## src/cdq_pkg.sv

```systemverilog
`default_nettype none
// ----------------------------------------------------------------------------
// cdq_pkg
// Shared types and constants of the circular deque: sizes, command and
// status codes, controller states and the controller/datapath link.
// ----------------------------------------------------------------------------
package cdq_pkg;

    localparam int DEPTH   = 128;
    localparam int DATA_W  = 32;
    localparam int IDX_W   = $clog2(DEPTH);
    localparam int CNT_W   = $clog2(DEPTH + 1);
    localparam int VAL_W   = 32;
    localparam int COUNT_W = 8;

    typedef enum logic [1:0] {
        CMD_PUSH_FRONT = 2'd0,
        CMD_PUSH_BACK  = 2'd1,
        CMD_POP_FRONT  = 2'd2,
        CMD_POP_BACK   = 2'd3
    } t_cmd;

    typedef enum logic [1:0] {
        ST_DONE  = 2'd0,
        ST_FULL  = 2'd1,
        ST_EMPTY = 2'd2
    } t_status;

    typedef enum logic [1:0] {
        S_IDLE,
        S_READ,
        S_LOAD
    } t_state;

    typedef struct packed {
        logic exec;
        logic read;
        logic load;
    } t_ctrl;

    typedef struct packed {
        logic out_valid;
    } t_dp_stat;

endpackage
`default_nettype wire

```

## src/cdq_ctrl.sv

```systemverilog
`default_nettype none
// ----------------------------------------------------------------------------
// cdq_ctrl
// Controller: accepts a request, sequences the store read and the load of
// the response register.
// ----------------------------------------------------------------------------
module cdq_ctrl
    import cdq_pkg::*;
(
    input  wire logic     i_clk,
    input  wire logic     i_rst_n,
    input  wire logic     i_in_valid,
    input  wire logic     i_out_ready,
    input  wire t_dp_stat i_stat,
    output logic          o_in_ready,
    output t_ctrl         o_ctrl
);

    t_state r_state;
    t_state n_state;

    always_ff @(posedge i_clk) begin
        if (!i_rst_n) begin
            r_state <= S_IDLE;
        end else begin
            r_state <= n_state;
        end
    end

    always_comb begin
        n_state    = r_state;
        o_in_ready = 1'b0;
        o_ctrl     = '0;
        case (r_state)
            S_IDLE: begin
                o_in_ready  = 1'b1;
                o_ctrl.exec = i_in_valid;
                if (i_in_valid) begin
                    n_state = S_READ;
                end
            end
            S_READ: begin
                o_ctrl.read = 1'b1;
                n_state     = S_LOAD;
            end
            S_LOAD: begin
                if (!i_stat.out_valid || i_out_ready) begin
                    o_ctrl.load = 1'b1;
                    n_state     = S_IDLE;
                end
            end
            default: begin
                n_state = S_IDLE;
            end
        endcase
    end

endmodule
`default_nettype wire

```

## config.mk

```make
export PLATFORM = sky130hd
export DESIGN_NAME = cdq_ctrl
export DESIGN_NICKNAME = d
export VERILOG_FILES = /design/src/cdq_pkg.sv /design/src/cdq_ctrl.sv
export SDC_FILE = /design/constraint.sdc
export NUM_CORES = 1
export LEC_CHECK = 0
export ABC_AREA = 1
export BUFFER_PORTS_ARGS = -buffer_cell sky130_fd_sc_hd__buf_2
export CORE_AREA = 2 2 39 41
export CTS_CLUSTER_SIZE = 16
export DETAILED_ROUTE_END_ITERATION = 12
export DIE_AREA = 0 0 41 43
export SYNTH_ARGS = -nofsm -noshare
export SYNTH_HDL_FRONTEND = slang
export SYNTH_SLANG_ARGS = --single-unit
```

## constraint.sdc

```tcl
create_clock -name i_clk -period 0.8 [get_ports i_clk]
set_input_delay 0.16 -clock i_clk [delete_from_list [all_inputs] [get_ports i_clk]]
set_output_delay 0.16 -clock i_clk [all_outputs]
set_load 0.02 [all_outputs]
```

==> run_results.csv <==
group,metric,value,unit
final_layout,nets,38,
floorplanning,initial_utilization,7.96,%
global_route,antenna_found_initial,0,
sta,holdWs,0.190,ns
final_layout,largest_register,"r_state",
job,maxCapViolations,0,
critical_path,ff2ff_path_depth,3,
yosys,synth_edf_count,0,
pwr,leakagePower,0.138,nW
min_path,min_path_type,"input port to flop",
yosys,ys_types,8,
drt,vias,149,
sta,slew_headroom,83.6,%
clock_tree,numCtsBuffers,3,
clock_tree,cts.htree.levels,1,
final_layout,largest_register_ffs,2,
sta,drv_slew,0,
drt,wl,306,um
floorplanning,die_h,43,um
sta,max_clock_freq,865,MHz
yosys,ys_ff_latch,2,
critical_path,reg2reg_to,"r_state[0]",
critical_path,cp_max_fo,3,
place,io_buffer_count,8,
sta,post-route-min-period,1.16,ns
global_route,grt_overflow_total,0,
critical_path,cp-end-kind,"output port",
yosys,synth.yosys.seq_area_share,36.4,%
critical_path,critPathLaunchType,"flop",
place,place_ws,-0.145,ns
final_layout,area_growth,157,%
place,place_congestion,0.532,
yosys,syn_nets,22,
final_layout,layout-drive-gt1-share,83.9,%
clock_tree,cts_hold_buffers,0,
final_layout,n_antenna_cell,0,
place,hpwlAfterDp,221,um
critical_path,path_class,"flop to output port",
yosys,synthCells,17,
yosys,synth_top_area_cell,"dfxtp_1",
yosys,synth_top_area_share,36.4,%
sta,rsz0062_at_grt,"yes",
critical_path,rrSetupSlack,-0.07,ns
sta,clock_skew,0.000369,ns
clock_tree,worstSkewPairLatency,0.22,ns
global_route,grt_first_pass_wirelength,476,um
yosys,yosys_warnings,0,
critical_path,crit_required,0.64,ns
global_route,grt_max_degree,4,
drt,drt_iter0_markers,1,
sta,layout_setup_ws,-0.356,ns
critical_path,cp-endpoint,"o_ctrl[2]",
drt,drtAntennaViolNets,0,
yosys,synth_top_flop_cell,"dfxtp_1",
floorplanning,die_width,41,um
sta,period_share,144,%
global_route,grt_usage,5.11,%
sta,finalHoldViolCount,0,
sta,tns,-1.28,ns
critical_path,startpoint,"r_state[0]",
global_route,grt_pass1_vias,142,
pwr,vdd_drop_max,0.000353,V
clock_tree,tritoncts,"yes",
drt,drc_errors,0,
yosys,synth_area_leaders,"dfxtp_1 36%, inv_1 20%, nor2_1 10%",
critical_path,cp_data_arrival_time,1.00,ns
drt,viasPerCell,3.17,
yosys,avgSynthCellArea,6.48,sq um
yosys,syn_area,110,sq um
sta,setup_viol,5,
clock_tree,clockRootBuffer,"clkbuf_4",
yosys,synthTopCellsByCount,"6 x inv_1, 3 x nor2_1, 2 x dfxtp_1, 2 x nand2_1",
drt,drt_first_pass_iters,2,
sta,worstMarginPinSlew,0.245,ns
status,violations,"setup timing",
floorplanning,core,1380,sq um
pwr,powerDensity,1660,nW/um^2
yosys,async_flop_share,0,%
floorplanning,rows,14,
status,status,"finished with violations",
drt,wl_per_cell,6.51,um
clock_tree,clk_path_buf_depth,2,
clock_tree,clk_pin_slew,0.03,ns
floorplanning,fp.dieArea,1760,sq um
clock_tree,clock_sinks,2,
yosys,yosys.cell_count.top_type,"inv_1",
floorplanning,io-pin-count,9,
final_layout,top_regs,"r_state (2)",
critical_path,r2r_start,"r_state[0]",
cell usage in the layout, fill, tap and decap left out, types with 2 or more instances in the layout:
cell type / n
buf_2: 4
buf_6: 6
clkbuf_4: 3
dfxtp_2: 2
inv_2: 3
inv_1: 3
logic make-up after synthesis:
logic type	share of synthesized area, %
flip-flops	36.4
AO/OA/AOI/OAI	4.54
buffers and inverters	20.5
AND/OR/NAND/NOR	38.6
where the power goes:
part	switching (mW)	leakage, nW	internal (mW)	total, mW
clock network	0.0568	0.0138	0.165	0.222
registers	0.00364	0.0172	0.107	0.111
logic	0.0649	0.107	0.0713	0.136
total	0.125	0.138	0.344	0.470
worst max-delay path: stages (launching register included):
cell     delay [ns]
dfxtp_2        0.31
or2_4          0.27
nor2_4         0.08
buf_6          0.11
layer usage:
metal / vias up / share of wire [%] / GRT usage [%]
met2: 5 / 57 / 5.63
met5: - / 0 / 0
met1: 68 / 31 / 2.88
met3: 0 / 12 / 6.28
li1: 76 / - / -
met4: 0 / 0 / 8.00
per-stage QoR:
stage / total power, mW / instance area (sq um) / cells / utilization, %
floorplan: 0.170 / 124 / 17 / -
global placement: 0.210 / 206 / 44 / 14.9
detailed placement: 0.211 / 206 / 44 / 14.9
CTS: 0.477 / 262 / 47 / 18.9
global route: 0.514 / 283 / 47 / 20.4
finish: 0.470 / 283 / 47 / 20.4
cell type report:
cell class	instances	area, sq um
sequential	2	42.5
fill	160	1100
clock buffer	3	22.5
timing repair buffer	11	95.1
multi-input combinational	9	80.1
inverter	6	22.5
tap	16	20.0
timing repair:
action | in CTS | in global routing
endpoints found under the setup margin | 6 | 6
buffers inserted | 0 | 1
hold endpoints to repair | 0 | 0
pin swaps | 1 | 4
gates resized for setup | 11 | 7
worst min path at each step:
stage / startpoint / end / slack [ns] / cells past startpoint
final: i_rst_n / r_state[1] / 0.19 / 3
after detailed placement: i_rst_n / r_state[0] / 0.42 / 3
after CTS: i_rst_n / r_state[0] / 0.18 / 3
after global placement: i_rst_n / r_state[1] / 0.42 / 3
after floorplan: i_rst_n / r_state[0] / 0.30 / 2
after global routing: i_rst_n / r_state[1] / 0.18 / 3
Note: power is estimated with default switching activity, not from simulation.
